`src/sv/tmr_pkg.sv`:
```
// ----------------------------------------------------------------------------
// tmr_pkg
// Shared types, codes and constants for the divider/counter timer block.
// ----------------------------------------------------------------------------
package tmr_pkg;

  // Item commands
  localparam logic [1:0] CMD_TICK  = 2'd0;
  localparam logic [1:0] CMD_READ  = 2'd1;
  localparam logic [1:0] CMD_WRITE = 2'd2;

  // Register selects
  localparam logic [1:0] REG_DIV  = 2'd0;
  localparam logic [1:0] REG_CNT  = 2'd1;
  localparam logic [1:0] REG_MOD  = 2'd2;
  localparam logic [1:0] REG_CTRL = 2'd3;

  // Control byte fields
  localparam int unsigned CTRL_ENABLE_BIT = 2;
  localparam int unsigned CTRL_RATE_LSB   = 0;
  localparam int unsigned CTRL_RATE_MSB   = 1;

  // Widths
  localparam int unsigned DATA_W      = 8;
  localparam int unsigned CYCLES_W    = 6;
  localparam int unsigned PRESCALE_W  = 9;
  localparam int unsigned COUNTDOWN_W = 12;

  // Prescaler wraps when the accumulated cycles reach this value
  localparam logic [PRESCALE_W:0] PRESCALE_LIMIT = (PRESCALE_W+1)'(255);

  // Countdown value after reset (rate select 0)
  localparam logic [COUNTDOWN_W-1:0] COUNTDOWN_RESET = COUNTDOWN_W'(1024);

  typedef struct packed {
    logic [1:0]          cmd;
    logic [1:0]          reg_select;
    logic [DATA_W-1:0]   write_data;
    logic [CYCLES_W-1:0] tick_cycles;
  } item_t;

  typedef struct packed {
    logic [DATA_W-1:0] read_data;
    logic              timer_irq;
  } result_t;

  // Countdown period for each rate select
  function automatic logic [COUNTDOWN_W-1:0] rate_period(input logic [1:0] rate);
    logic [COUNTDOWN_W-1:0] p;
    unique case (rate)
      2'd0:    p = COUNTDOWN_W'(1024);
      2'd1:    p = COUNTDOWN_W'(16);
      2'd2:    p = COUNTDOWN_W'(64);
      default: p = COUNTDOWN_W'(256);
    endcase
    return p;
  endfunction

endpackage

```
`src/sv/tmr_if.sv`:
```
// ----------------------------------------------------------------------------
// tmr_if
// Valid/ready channels carrying timer request items and result items.
// ----------------------------------------------------------------------------
interface tmr_req_if;
  logic       valid;
  logic       ready;
  logic [1:0] cmd;
  logic [1:0] reg_select;
  logic [7:0] write_data;
  logic [5:0] tick_cycles;

  modport source (output valid, cmd, reg_select, write_data, tick_cycles, input ready);
  modport sink   (input valid, cmd, reg_select, write_data, tick_cycles, output ready);
endinterface

interface tmr_rsp_if;
  logic       valid;
  logic       ready;
  logic [7:0] read_data;
  logic       timer_irq;

  modport source (output valid, read_data, timer_irq, input ready);
  modport sink   (input valid, read_data, timer_irq, output ready);
endinterface

```
`src/sv/tmr_in_reg.sv`:
```
// ----------------------------------------------------------------------------
// tmr_in_reg
// Input register: captures one request item and holds it until the core
// consumes it.
// ----------------------------------------------------------------------------
module tmr_in_reg
  import tmr_pkg::*;
(
  input  logic  clk,
  input  logic  rst,
  input  logic  in_valid,
  output logic  in_ready,
  input  item_t in_item,
  output logic  held_valid,
  input  logic  held_take,
  output item_t held_item
);

  logic  valid;
  item_t item;

  // Accept when empty or when the held item leaves this cycle
  assign in_ready   = !valid || held_take;
  assign held_valid = valid;
  assign held_item  = item;

  always_ff @(posedge clk) begin
    if (rst) begin
      valid <= 1'b0;
    end else if (in_ready) begin
      valid <= in_valid;
    end
  end

  // Payload needs no reset
  always_ff @(posedge clk) begin
    if (in_valid && in_ready) begin
      item <= in_item;
    end
  end

endmodule

```
`src/sv/tmr_core.sv`:
```
// ----------------------------------------------------------------------------
// tmr_core
// Timer state registers and next-state logic for one item per cycle on fire:
// divider/prescaler, period countdown, counter, reload and control bytes.
// ----------------------------------------------------------------------------
module tmr_core
  import tmr_pkg::*;
(
  input  logic    clk,
  input  logic    rst,
  input  logic    fire,
  input  item_t   item,
  output result_t result
);

  logic [DATA_W-1:0]      divider_value,    divider_value_next;
  logic [PRESCALE_W-1:0]  divider_prescale, divider_prescale_next;
  logic [COUNTDOWN_W-1:0] period_countdown, period_countdown_next;
  logic [DATA_W-1:0]      count_value,      count_value_next;
  logic [DATA_W-1:0]      reload_value,     reload_value_next;
  logic [DATA_W-1:0]      control_byte,     control_byte_next;

  logic [PRESCALE_W:0]    pre_sum;
  logic [COUNTDOWN_W-1:0] cycles_ext;
  logic [1:0]             new_rate;

  assign pre_sum    = {1'b0, divider_prescale} + (PRESCALE_W+1)'(item.tick_cycles);
  assign cycles_ext = COUNTDOWN_W'(item.tick_cycles);
  assign new_rate   = item.write_data[CTRL_RATE_MSB:CTRL_RATE_LSB];

  // Next state and result for the current item
  always_comb begin
    divider_value_next    = divider_value;
    divider_prescale_next = divider_prescale;
    period_countdown_next = period_countdown;
    count_value_next      = count_value;
    reload_value_next     = reload_value;
    control_byte_next     = control_byte;
    result                = '0;

    unique case (item.cmd)
      CMD_TICK: begin
        // prescaler and divider
        if (pre_sum >= PRESCALE_LIMIT) begin
          divider_prescale_next = '0;
          divider_value_next    = divider_value + DATA_W'(1);
        end else begin
          divider_prescale_next = pre_sum[PRESCALE_W-1:0];
        end
        // countdown and counter
        if (control_byte[CTRL_ENABLE_BIT]) begin
          if (cycles_ext >= period_countdown) begin
            period_countdown_next =
              rate_period(control_byte[CTRL_RATE_MSB:CTRL_RATE_LSB]);
            if (count_value == '1) begin
              count_value_next = reload_value;
              result.timer_irq = 1'b1;
            end else begin
              count_value_next = count_value + DATA_W'(1);
            end
          end else begin
            period_countdown_next = period_countdown - cycles_ext;
          end
        end
      end
      CMD_READ: begin
        unique case (item.reg_select)
          REG_DIV: result.read_data = divider_value;
          REG_CNT: result.read_data = count_value;
          REG_MOD: result.read_data = reload_value;
          default: result.read_data = control_byte;
        endcase
      end
      CMD_WRITE: begin
        unique case (item.reg_select)
          REG_DIV: divider_value_next = '0;
          REG_CNT: count_value_next   = item.write_data;
          REG_MOD: reload_value_next  = item.write_data;
          default: begin
            control_byte_next = item.write_data;
            // reload only when the rate select changes
            if (new_rate != control_byte[CTRL_RATE_MSB:CTRL_RATE_LSB]) begin
              period_countdown_next = rate_period(new_rate);
            end
          end
        endcase
      end
      default: begin
        // unused command: no change, zero result
      end
    endcase
  end

  // State update on each consumed item
  always_ff @(posedge clk) begin
    if (rst) begin
      divider_value    <= '0;
      divider_prescale <= '0;
      period_countdown <= COUNTDOWN_RESET;
      count_value      <= '0;
      reload_value     <= '0;
      control_byte     <= '0;
    end else if (fire) begin
      divider_value    <= divider_value_next;
      divider_prescale <= divider_prescale_next;
      period_countdown <= period_countdown_next;
      count_value      <= count_value_next;
      reload_value     <= reload_value_next;
      control_byte     <= control_byte_next;
    end
  end

endmodule

```
`src/sv/div_tima_timer_peripheral.sv`:
```
// ----------------------------------------------------------------------------
// div_tima_timer_peripheral
// Divider/counter timer with modulo reload and control byte. Each request
// item is a tick, a register read or a register write; each gives one result.
// Path: input register, then result register; the core takes the held item
// only when the result register is empty or its result is being taken.
// Throughput: one item per cycle while rsp.ready holds high.
// Reset: synchronous rst clears state and valid bits; countdown starts at 1024.
// ----------------------------------------------------------------------------
module div_tima_timer_peripheral
  import tmr_pkg::*;
(
  input logic       clk,
  input logic       rst,
  tmr_req_if.sink   req,
  tmr_rsp_if.source rsp
);

  item_t   in_item;
  item_t   held_item;
  logic    held_valid;
  logic    fire;
  result_t result;
  result_t rsp_data;
  logic    rsp_valid;

  assign in_item = '{cmd: req.cmd, reg_select: req.reg_select,
                     write_data: req.write_data, tick_cycles: req.tick_cycles};

  // Core consumes the held item when the result register can take its result
  assign fire = held_valid && (!rsp_valid || rsp.ready);

  tmr_in_reg u_in_reg (
    .clk        (clk),
    .rst        (rst),
    .in_valid   (req.valid),
    .in_ready   (req.ready),
    .in_item    (in_item),
    .held_valid (held_valid),
    .held_take  (fire),
    .held_item  (held_item)
  );

  tmr_core u_core (
    .clk    (clk),
    .rst    (rst),
    .fire   (fire),
    .item   (held_item),
    .result (result)
  );

  // Result register
  always_ff @(posedge clk) begin
    if (rst) begin
      rsp_valid <= 1'b0;
    end else if (fire) begin
      rsp_valid <= 1'b1;
    end else if (rsp.ready) begin
      rsp_valid <= 1'b0;
    end
  end

  always_ff @(posedge clk) begin
    if (fire) begin
      rsp_data <= result;
    end
  end

  assign rsp.valid     = rsp_valid;
  assign rsp.read_data = rsp_data.read_data;
  assign rsp.timer_irq = rsp_data.timer_irq;

endmodule
```
`src/flat_wrapper.sv`:
```
// flat-port wrapper written by rule: the top's interface ports become plain ports
module div_tima_timer_peripheral_flat import tmr_pkg::*;
  (clk, rst, req_valid, req_cmd, req_reg_select, req_write_data, req_tick_cycles, req_ready, rsp_valid, rsp_read_data, rsp_timer_irq, rsp_ready);
  tmr_req_if req_i ();
  tmr_rsp_if rsp_i ();
  input logic clk;
  input logic rst;
  input wire logic [$bits(req_i.valid)-1:0] req_valid;
  input wire logic [$bits(req_i.cmd)-1:0] req_cmd;
  input wire logic [$bits(req_i.reg_select)-1:0] req_reg_select;
  input wire logic [$bits(req_i.write_data)-1:0] req_write_data;
  input wire logic [$bits(req_i.tick_cycles)-1:0] req_tick_cycles;
  output wire logic [$bits(req_i.ready)-1:0] req_ready;
  output wire logic [$bits(rsp_i.valid)-1:0] rsp_valid;
  output wire logic [$bits(rsp_i.read_data)-1:0] rsp_read_data;
  output wire logic [$bits(rsp_i.timer_irq)-1:0] rsp_timer_irq;
  input wire logic [$bits(rsp_i.ready)-1:0] rsp_ready;
  assign req_i.valid = req_valid;
  assign req_i.cmd = req_cmd;
  assign req_i.reg_select = req_reg_select;
  assign req_i.write_data = req_write_data;
  assign req_i.tick_cycles = req_tick_cycles;
  assign req_ready = req_i.ready;
  assign rsp_valid = rsp_i.valid;
  assign rsp_read_data = rsp_i.read_data;
  assign rsp_timer_irq = rsp_i.timer_irq;
  assign rsp_i.ready = rsp_ready;
  div_tima_timer_peripheral u_core (.clk(clk), .rst(rst), .req(req_i), .rsp(rsp_i));
endmodule
```
`config.mk`:
```
export PLATFORM = sky130hd
export DESIGN_NAME = div_tima_timer_peripheral_flat
export DESIGN_NICKNAME = d
export VERILOG_FILES = /design/src/sv/tmr_pkg.sv /design/src/sv/tmr_if.sv /design/src/sv/tmr_in_reg.sv /design/src/sv/tmr_core.sv /design/src/sv/div_tima_timer_peripheral.sv /design/src/flat_wrapper.sv
export SDC_FILE = /design/constraint.sdc
export NUM_CORES = 1
export LEC_CHECK = 0
export BUFFER_PORTS_ARGS = -buffer_cell sky130_fd_sc_hd__buf_2
export CAP_MARGIN = 20
export CORE_UTILIZATION = 40
export CTS_CLUSTER_DIAMETER = 100
export DETAILED_ROUTE_END_ITERATION = 8
export GPL_ROUTABILITY_DRIVEN = 0
export PLACE_DENSITY = 0.57
export SLEW_MARGIN = 20
export SYNTH_ARGS = -nofsm -noshare
export SYNTH_HDL_FRONTEND = slang
export SYNTH_SLANG_ARGS = --single-unit
```
`constraint.sdc`:
```
create_clock -name clk -period 5.1 [get_ports clk]
set_input_delay 0.51 -clock clk [delete_from_list [all_inputs] [get_ports clk]]
set_output_delay 0.51 -clock clk [all_outputs]
set_load 0.02 [all_outputs]
```
Yosys cells after proc, flatten, opt, wreduce, memory -nomap -nowiden
Cells that the tools add are included.
- add/sub/neg operators: 4
- magnitude comparators: 2
- equal/unequal tests: 17
- muxes and demuxes: 20
- bitwise gates (word level): 1
- reduce and logical (&&, ||, !) cells: 20
- operator list (kind ; number):
    one-hot mux 11 bit (3 select lines) ; 2
    2-to-1 mux 12 bit ; 4
    2-to-1 mux 8 bit ; 6
    one-hot mux 8 bit (2 select lines) ; 2
    one-hot mux 12 bit (2 select lines) ; 1
    one-hot mux 8 bit (3 select lines) ; 1
    adder 8 x 1 -> 8 bit (second input constant) ; 2
    inequality test 2 bit (second input constant) ; 7
    >= comparator 6 x 12 -> 1 bit ; 1
    subtractor 12 x 6 -> 12 bit ; 1
    adder 9 x 6 -> 10 bit ; 1
    >= comparator 10 x 8 -> 1 bit (second input constant) ; 1
    AND reduction 5 bit ; 2
    2-to-1 mux 9 bit ; 1
    AND reduction 3 bit ; 3
    == test 2 x 1 -> 1 bit (second input constant) ; 4
    == test 2 bit (second input constant) ; 4
    == test 8 bit (second input constant) ; 1
    logical NOT 2 bit ; 4
    AND reduction 4 bit ; 1
    nonzero test 2 bit ; 2
    2-to-1 mux 1 bit ; 3
    OR reduction 3 bit ; 1
    logical AND 1 bit ; 2
    other kinds (5) ; 7
- register bits after elaboration: 82
- input port bits: 22
- output and inout bits: 11
- logic and storage cells: 78

Longest topological paths before layout
Gate-level depths: netlist of the first run.
- depth after elaboration: 5
- gate-level depth with buffers: 13
- gate-level depth less buffers: 12

Hierarchy
From an unflattened synthesis of the first run, not the netlist that was laid out.
- cells, all modules: 475
- area, all modules: 4588.2 sq um
- modules (own cells, without submodules) (module ; times used ; cells each ; area an instance (sq um) ; sequential area each (sq um)):
    tmr_core ; 1 ; 438 ; 3667.3 ; 1061.0
    tmr_in_reg ; 1 ; 23 ; 595.6 ; 560.5
    div_tima_timer_peripheral ; 1 ; 14 ; 325.3 ; 290.3

Least setup slack after synthesis of the first run
Ideal clock, no wire load.
- path type: register -> register
- start point: reg, netlist name u_core.u_in_reg.held_item[0]
- end point: reg u_core.u_core.divider_value[7]
- setup time: 70 ps
- data arrival time: 2696 ps
- data required time: 5030 ps
- slack: 2334 ps
- stages on the path, launching flop included: 11
- buffers on the path: 0
- period minus slack after synthesis: 2766 ps
- path through: edfxtp_1 ha_1 fa_1 a211oi_2 nor2_1 o31a_1 o211a_1 o31ai_2 o211ai_1 or4_1 a21oi_1
- cells in the longest elaborated chain, start to end: 4
- ends and longest elaborated chain (what ; line ; text):
    adder 9 x 6 -> 10 bit ; tmr_core.sv:27 ; assign pre_sum = {1'b0, divider_prescale} + (PRESCALE_W+1)'(item.tick_cycles);
    >= comparator 10 x 8 -> 1 bit ; tmr_core.sv:44 ; if (pre_sum >= PRESCALE_LIMIT) begin
    inequality test 2 bit (no line) ; - ;
    AND reduction 4 bit (no line) ; - ;
    to (signal assigned) ; tmr_core.sv:104 ; divider_value <= divider_value_next;
    to (decl) ; tmr_core.sv:16 ; logic [DATA_W-1:0] divider_value, divider_value_next;
Every way passes these cells.
A chain may end at the register's enable or synchronous reset.

Final worst setup path of the first run
- start point: reg, netlist name u_core.u_in_reg.held_item[0]
- end point: reg u_core.u_core.count_value[1]
- cells in the longest elaborated chain, start to end: 3
- ends and longest elaborated chain (what ; line ; text):
    >= comparator 6 x 12 -> 1 bit ; tmr_core.sv:52 ; if (cycles_ext >= period_countdown) begin
    inequality test 2 bit (no line) ; - ;
    AND reduction 5 bit (no line) ; - ;
    to (signal assigned) ; tmr_core.sv:107 ; count_value <= count_value_next;
    to (decl) ; tmr_core.sv:19 ; logic [DATA_W-1:0] count_value, count_value_next;
Every way passes these cells.

==> results.py, run 1 <==
metrics = {
    "run_status": {
        "status": "finished, final reports clean",
    },
    "floorplanning": {
        "core_region_area_sq_um": 10370,
        "rows": 37,
        "io_pins": 33,
        "die_w_um": 105.8,
        "die_area_sq_um": 11200,
        "initial_core_util_pct": 41.59,
        "die_h_um": 105.8,
    },
    "yosys": {
        "synth_top_family_by_area": "simple AND/OR/NAND/NOR gates",
        "yosys.area_share.simple_pct": 17.73,
        "yosysTopAreaCell": "dfxtp_1",
        "synth-xor-area-share_pct": 4.468,
        "synth-edff-count": 27,
        "async_flop_share_pct": 0,
        "synth_common_cells": "nor2_1, dfxtp_1, a21oi_1",
        "avgSynthCellArea_sq_um": 9.802,
        "netlist_instances": 440,
        "synth_compound_area_share_pct": 16.91,
        "synth_nets": 478,
        "synth-seq-area-share_pct": 44.33,
        "synth_top_area_share_pct": 25.53,
        "synth.area.mux_share_pct": 8.587,
        "syn-cell-area_sq_um": 4313,
        "yosysUniqueCellTypes": 57,
        "synth_area_leaders": "dfxtp_1, edfxtp_1, nor2_1",
        "synthAdderAreaFrac_pct": 4.990,
        "yosysWarnings": 0,
        "yosys_register_bits": 82,
        "yosysMostFrequentCell": "nor2_1",
        "ys.flop_type": "dfxtp_1",
    },
    "critical_path": {
        "crit_chain": "ha_1 -> inv_1 -> fa_1 -> a21o_1 -> a21oi_1 -> o21a_1 -> o21a_1 -> a32oi_1 -> nor2_1 -> mux2i_1 -> nor2_1",
        "cp-start-kind": "register",
        "r2r_slack_ns": 1.90,
        "required_ns": 5.32,
        "startpoint": "u_core.u_in_reg.held_item[0]$_DFFE_PP_",
        "r2r-start": "u_core.u_in_reg.held_item[0]$_DFFE_PP_",
        "cp.arrival_ns": 3.43,
        "critical-path-slowest-cell": "nor2_1",
        "cp-end-kind": "register",
        "critical_path_class": "reg2reg",
        "max_stage_delay_ns": 0.72,
        "regToRegEndpoint": "u_core.u_core.count_value[1]$_SDFFE_PP0P_",
        "critPathMaxFanout": 13,
        "ff2ff_path_depth": 11,
    },
    "drt": {
        "drc": 0,
        "wire_per_inst_um": 15.61,
        "drt_first_pass_iters": 4,
        "antenna_left": 0,
        "viasPerCell": 5.429,
        "wirelength_mm": 9.458,
        "num_vias": 3290,
        "dr.first_iter.drc_count": 208,
    },
    "final_layout": {
        "final_nets": 503,
        "drive_gt1_share_pct": 14.47,
        "syn_to_final_growth_pct": 10.79,
        "n_antenna_cell": 0,
        "regArea_sq_um": 1912,
        "final_core_util_pct": 46.08,
        "multiInputGateArea_sq_um": 2272,
        "fill_cells": 1019,
    },
    "hold_path": {
        "whs_path_depth": 1,
        "hold_path.startpoint": "req_write_data[4]",
        "min_path_type": "in2reg",
        "whs_endpoint": "u_core.u_in_reg.held_item[10]$_DFFE_PP_",
    },
    "clock_network": {
        "h-tree-depth": 3,
        "cts_buffers": 9,
        "cts_resized": 0,
        "clock-sinks": 82,
        "cts_hold_buf": 0,
        "cts-root-buf": "clkbuf_8",
        "clk_latency_ns": 0.36,
        "cts_tree": "done",
        "cts_buffer_depth": 2,
        "clk_pin_slew_worst_paths_ns": 0.09,
        "post_cts_buffers": 0,
    },
    "timing": {
        "max-slew-margin-rel_pct": 38.02,
        "final-hold-violation-count": 0,
        "rsz0062_at_grt": "false",
        "max_freq_ghz": 0.3121,
        "skew_ns": 0.01065,
        "tightestPinTransition_ns": 0.9297,
        "fin_setup_tns_ns": 0,
        "report.final.setup_viol": 0,
        "fin_crit_ns": 3.204,
        "finalCritPeriodShare_pct": 62.82,
        "finalMaxSlewViolations": 0,
    },
    "global_routing": {
        "grt_first_pass_wirelength_mm": 15.73,
        "grt_usage_pct": 17.93,
        "grt-ovfl-total": 0,
        "grt_start_max_net_pins": 44,
        "antenna_found_initial": 0,
        "grt_pass1_vias": 3143,
    },
    "pwr": {
        "p_leak_nw": 1.847,
        "p_per_area_nw_per_um2": 269.1,
        "vdd_ir_drop_max_v": 0.0001365,
    },
    "flow_run": {
        "max_cap_viol_count": 0,
    },
    "place": {
        "dpl.hpwl_mm": 6.721,
        "numPortBuffers": 32,
    },
}
==> critical path, delay by kind of cell, from the launching register on <==
| kind | cells | cell delay, ns |
|---|---|---|
| compound gates | 5 | 1.06 |
| fa+ha+maj | 2 | 0.55 |
| simple gates | 2 | 0.77 |
| mux | 1 | 0.26 |
| buf+inv | 1 | 0.06 |
| flops | 1 | 0.38 |
==> how the worst max path moves through the flow <==
stage	endpoint	depth (start not counted)
5_1_grt	u_core.u_core.count_value[2]$_SDFFE_PP0P_	11
6_report	u_core.u_core.count_value[1]$_SDFFE_PP0P_	11
4_1_cts	u_core.u_core.count_value[1]$_SDFFE_PP0P_	11
2_1_floorplan	u_core.u_core.divider_value[7]$_SDFFE_PP0P_	10
3_3_place_gp	u_core.u_core.count_value[4]$_SDFFE_PP0P_	11
3_5_place_dp	u_core.u_core.count_value[2]$_SDFFE_PP0P_	11
==> layout make-up <==
| cell class | instances | share of cell area (%) |
|---|---|---|
| flip-flops and latches | 82 | 40.01 |
| repair buffers | 33 | 3.509 |
| multi-input cells | 324 | 47.55 |
| well taps | 136 | 3.561 |
| clock inverters | 7 | 1.597 |
| clock buffers | 9 | 2.592 |
| inverters | 15 | 1.178 |
==> cells in the final DEF (no fill, tap or decap), types with 5 or more instances in the layout <==
master and count:
a21oi_1 31, xnor2_1 14, clkbuf_8 9, ha_1 14, mux4_2 8, a211oi_1 11
o21ai_0 15, nor4_1 5, nand2_1 28, buf_2 32, inv_1 15, o211ai_1 6
dfxtp_1 55, nor2_1 66, nand2b_1 6, mux2i_1 19, nor3_1 7, xor2_1 8
edfxtp_1 27, or3_1 5, nand3_1 6, nor2b_1 11
==> registers in the layout (all words and copies together) (netlist names) <==
name                            cells
u_core.u_core.divider_value         8
u_core.u_core.count_value           8
u_core.u_core.reload_value          8
u_core.rsp.timer_irq                1
u_core.u_core.control_byte          8
u_core.u_core.period_countdown     12
u_core.u_in_reg.held_valid          1
u_core.u_in_reg.held_item          18
u_core.rsp.valid                    1
u_core.rsp.read_data                8
u_core.u_core.divider_prescale      9
==> through the flow <==
step                area, sq um  instances  total power, mW  hold WS [ns]  setup slack, ns
detailed placement         4578        590           0.8161        0.4572            1.907
floorplan                  4313        440           0.7840        0.4406            2.334
finish                     4778        606            1.286        0.3173            1.896
global placement           4578        590           0.8138        0.4497            2.023
global route               4778        606            1.339        0.2948            1.658
CTS                        4778        606            1.304        0.2944            1.891
==> report_power, final <==
| part | total [mW] | switching [mW] | internal (mW) |
|---|---|---|---|
| sequential | 0.707 | 0.0170 | 0.690 |
| combinational | 0.0929 | 0.0564 | 0.0365 |
| clock | 0.485 | 0.255 | 0.231 |
| total | 1.29 | 0.328 | 0.958 |
==> per-layer routing <==
metal / GRT usage (%) / up-vias / part of all wire [%]
met2: 28.43 / 57 / 47
li1: - / 1651 / -
met5: 0 / - / 0
met4: 4.266 / 0 / 0.52
met1: 24.85 / 1578 / 49
met3: 3.896 / 4 / 3.5
==> cell families (layout without fill, tap and decap cells) <==
group | Yosys count | count (layout)
muxes | 27 | 27
xor gates and xnor gates | 22 | 22
DFF | 82 | 82
and+or+nand+nor | 157 | 157
buffers and inverters | 34 | 64
adders and majority gates | 16 | 16
AOI/OAI and AO/OA | 102 | 102
Power figures use the tool's default switching activity.
==> inputs of run 2 (changes only) <==
ABC_AREA = 1   (was default)
clock period = 3.22 ns   (was 5.1 ns; I/O delays follow)
==> run 2 against run 1 <==
Clock power grew 150%. Non-clock buffer count grew 2. Power grew 98%. Hold slack lost 0.16 ns. Global-route usage grew 1.9 points. Area after synthesis grew 4.6%. Sequential power grew 60%. Combinational power grew 140%. Maximum frequency grew 39%. Critical path depth grew 1. Critical path type unchanged. Largest power group is now clock. Highest routed layer unchanged.
==> results.py, run 2 <==
metrics = {
    "timing": {
        "fin_crit_ns": 2.298,
        "report.final.setup_viol": 0,
        "skew_ns": 0.005422,
        "fin_setup_tns_ns": 0,
        "holdWs_ns": 0.1557,
        "rsz0062_at_grt": "false",
        "finalCritPeriodShare_pct": 71.37,
        "max_freq_ghz": 0.4351,
        "finalMaxSlewViolations": 0,
        "max-slew-margin-rel_pct": 40.28,
        "tightestPinTransition_ns": 0.8909,
        "final-hold-violation-count": 0,
    },
    "pwr": {
        "p_per_area_nw_per_um2": 493.4,
        "power_mw": 2.542,
        "internal_power_mw": 1.952,
        "p_leak_nw": 2.162,
        "vdd_ir_drop_max_v": 0.0002785,
        "switching_power_mw": 0.5900,
        "p_seq_share_pct": 44.4,
        "combPwrFrac_pct": 8.6,
        "pwr-share-clk_pct": 47.0,
        "swShare_pct": 23.21,
    },
    "final_layout": {
        "drive_gt1_share_pct": 14.42,
        "fill_cells": 1120,
        "final_nets": 657,
        "largest_reg_flops": 18,
        "n_antenna_cell": 0,
        "syn_to_final_growth_pct": 14.23,
        "multiInputGateArea_sq_um": 2261,
        "final_common_cell": "nand2_1",
        "final_cell_mix": "nand2_1, inv_1, nor2_1",
        "regArea_sq_um": 1912,
    },
    "critical_path": {
        "required_ns": 3.48,
        "cp-end-kind": "register",
        "critPathTopFamily": "simple AND/OR/NAND/NOR gates",
        "max_stage_delay_ns": 0.43,
        "critPathMaxFanout": 9,
        "cp_num_buf_inv": 0,
        "cp_common_cell": "nand2_1",
        "cp.arrival_ns": 2.56,
        "cp-start-kind": "register",
        "critical_path_class": "reg2reg",
        "critical-path-slowest-cell": "fa_1",
        "crit_chain": "ha_1 -> fa_1 -> nand2_1 -> nand2_1 -> nand3_2 -> nand2_2 -> or2_4 -> nand2_4 -> nand3_4 -> nand2_4 -> nand2_1 -> a21oi_1",
    },
    "yosys": {
        "synth-seq-area-share_pct": 42.39,
        "synth_nets": 623,
        "synth_area_leaders": "dfxtp_1, edfxtp_1, nand2_1",
        "yosysUniqueCellTypes": 44,
        "yosys_register_bits": 82,
        "yosysWarnings": 0,
        "synth-edff-count": 27,
        "netlist_instances": 585,
        "syn-cell-area_sq_um": 4511,
        "async_flop_share_pct": 0,
        "ys.flop_type": "dfxtp_1",
        "synth_top_area_share_pct": 24.41,
        "avgSynthCellArea_sq_um": 7.710,
        "synth_common_cells": "nand2_1, inv_1, nor2_1",
        "yosysTopAreaCell": "dfxtp_1",
        "yosysMostFrequentCell": "nand2_1",
    },
    "drt": {
        "antenna_left": 0,
        "viasPerCell": 5.158,
        "wirelength_mm": 10.90,
        "wire_per_inst_um": 14.27,
        "dr.first_iter.drc_count": 233,
        "num_vias": 3941,
        "drt_first_pass_iters": 5,
        "drc": 0,
    },
    "clock_network": {
        "clk_latency_ns": 0.34,
        "cts_buffers": 9,
        "cts_resized": 0,
        "h-tree-depth": 3,
        "cts_hold_buf": 0,
        "cts-root-buf": "clkbuf_16",
        "cts_tree": "done",
        "clock-sinks": 82,
        "post_cts_buffers": 0,
        "clk_pin_slew_worst_paths_ns": 0.06,
        "cts_buffer_depth": 2,
    },
    "floorplanning": {
        "io_pins": 33,
        "die_area_sq_um": 11710,
        "die_h_um": 108.2,
        "die_w_um": 108.2,
        "rows": 38,
        "core_region_area_sq_um": 10940,
        "initial_core_util_pct": 41.25,
    },
    "global_routing": {
        "grt_pass1_vias": 3641,
        "grt_busiest_layer": "met2",
        "grt_use_met1_pct": 27.05,
        "use_met3_pct": 2.532,
        "grt_first_pass_wirelength_mm": 17.73,
        "grt_start_max_net_pins": 30,
        "grt_usage_pct": 19.81,
        "met2_usage_pct": 31.07,
        "grt-ovfl-total": 0,
        "antenna_found_initial": 0,
    },
    "flow_run": {
        "max_cap_viol_count": 0,
    },
    "hold_path": {
        "min_path_type": "in2reg",
    },
    "place": {
        "dpl.hpwl_mm": 7.833,
        "numPortBuffers": 32,
    },
    "run_status": {
        "status": "finished, final reports clean",
    },
}
-- run 2: worst paths after layout --
| path | from | depth (start not counted) | end | slack (ns) |
|---|---|---|---|---|
| hold reg to reg | u_core.u_core.period_countdown[0]$_SDFFE_PP0P_ | 2 | u_core.u_core.period_countdown[0]$_SDFFE_PP0P_ | 0.46 |
| setup reg to reg | u_core.u_in_reg.held_item[0]$_DFFE_PP_ | 12 | u_core.u_core.divider_value[5]$_SDFFE_PP0P_ | 0.92 |
| setup / recovery | u_core.u_in_reg.held_item[0]$_DFFE_PP_ | 12 | u_core.u_core.divider_value[5]$_SDFFE_PP0P_ | 0.92 |
| hold / removal | req_write_data[5] | 1 | u_core.u_in_reg.held_item[11]$_DFFE_PP_ | 0.16 |
-- run 2: kinds of logic (layout without fill, tap and decap cells) --
group | after synthesis | in the layout | share of synthesized area (%)
and+or+nand+nor | 264 | 264 | 27.07
AOI/OAI and AO/OA | 120 | 120 | 14.98
buffers and inverters | 86 | 125 | 7.490
DFF | 82 | 82 | 42.39
xor gates and xnor gates | 17 | 17 | 3.301
adders and majority gates | 16 | 16 | 4.771
-- run 2: metal layers --
layer / vias to the layer above / wire (um) / share of wire, %
met5: - / 0 / 0
met4: 0 / 194 / 1.8
met3: 13 / 515 / 4.7
met2: 99 / 4827 / 44
met1: 1808 / 5363 / 49
li1: 2021 / - / -
-- run 2: worst reg2reg max path, cell delays in order, from the launching register on --
cell and delay (ns):
edfxtp_1 0.41, ha_1 0.24, fa_1 0.43, nand2_1 0.08, nand2_1 0.11, nand3_2 0.10
nand2_2 0.06, or2_4 0.23, nand2_4 0.10, nand3_4 0.14, nand2_4 0.13, nand2_1 0.05
a21oi_1 0.14
-- run 2: stage by stage --
stage	utilization, %	setup slack (ns)	cell area (sq um)	cells
floorplan	-	1.137	4511	585
global placement	43.97	1.009	4808	748
detailed placement	43.97	0.9270	4808	748
CTS	47.12	0.9123	5152	764
global route	47.12	0.7222	5152	764
finish	47.12	0.9218	5152	764
-- run 2: power groups by stage --
stage               Clock [mW]  Combinational, mW  Sequential (mW)
global placement             0              0.217             1.15
finish                    1.19              0.220             1.13
global route              1.26              0.246             1.13
detailed placement           0              0.217             1.15
floorplan                    0              0.153             1.15
CTS                       1.21              0.219             1.13
-- run 2: cell type report --
class                           count  share of cell area [%]
Tap cell                          140                   3.400
Inverter                           74                   5.391
Timing Repair Buffer               35                   3.545
Sequential cell                    82                   37.11
Multi-Input combinational cell    417                   43.88
Clock inverter                      5                   1.967
Clock buffer                       11                   4.711
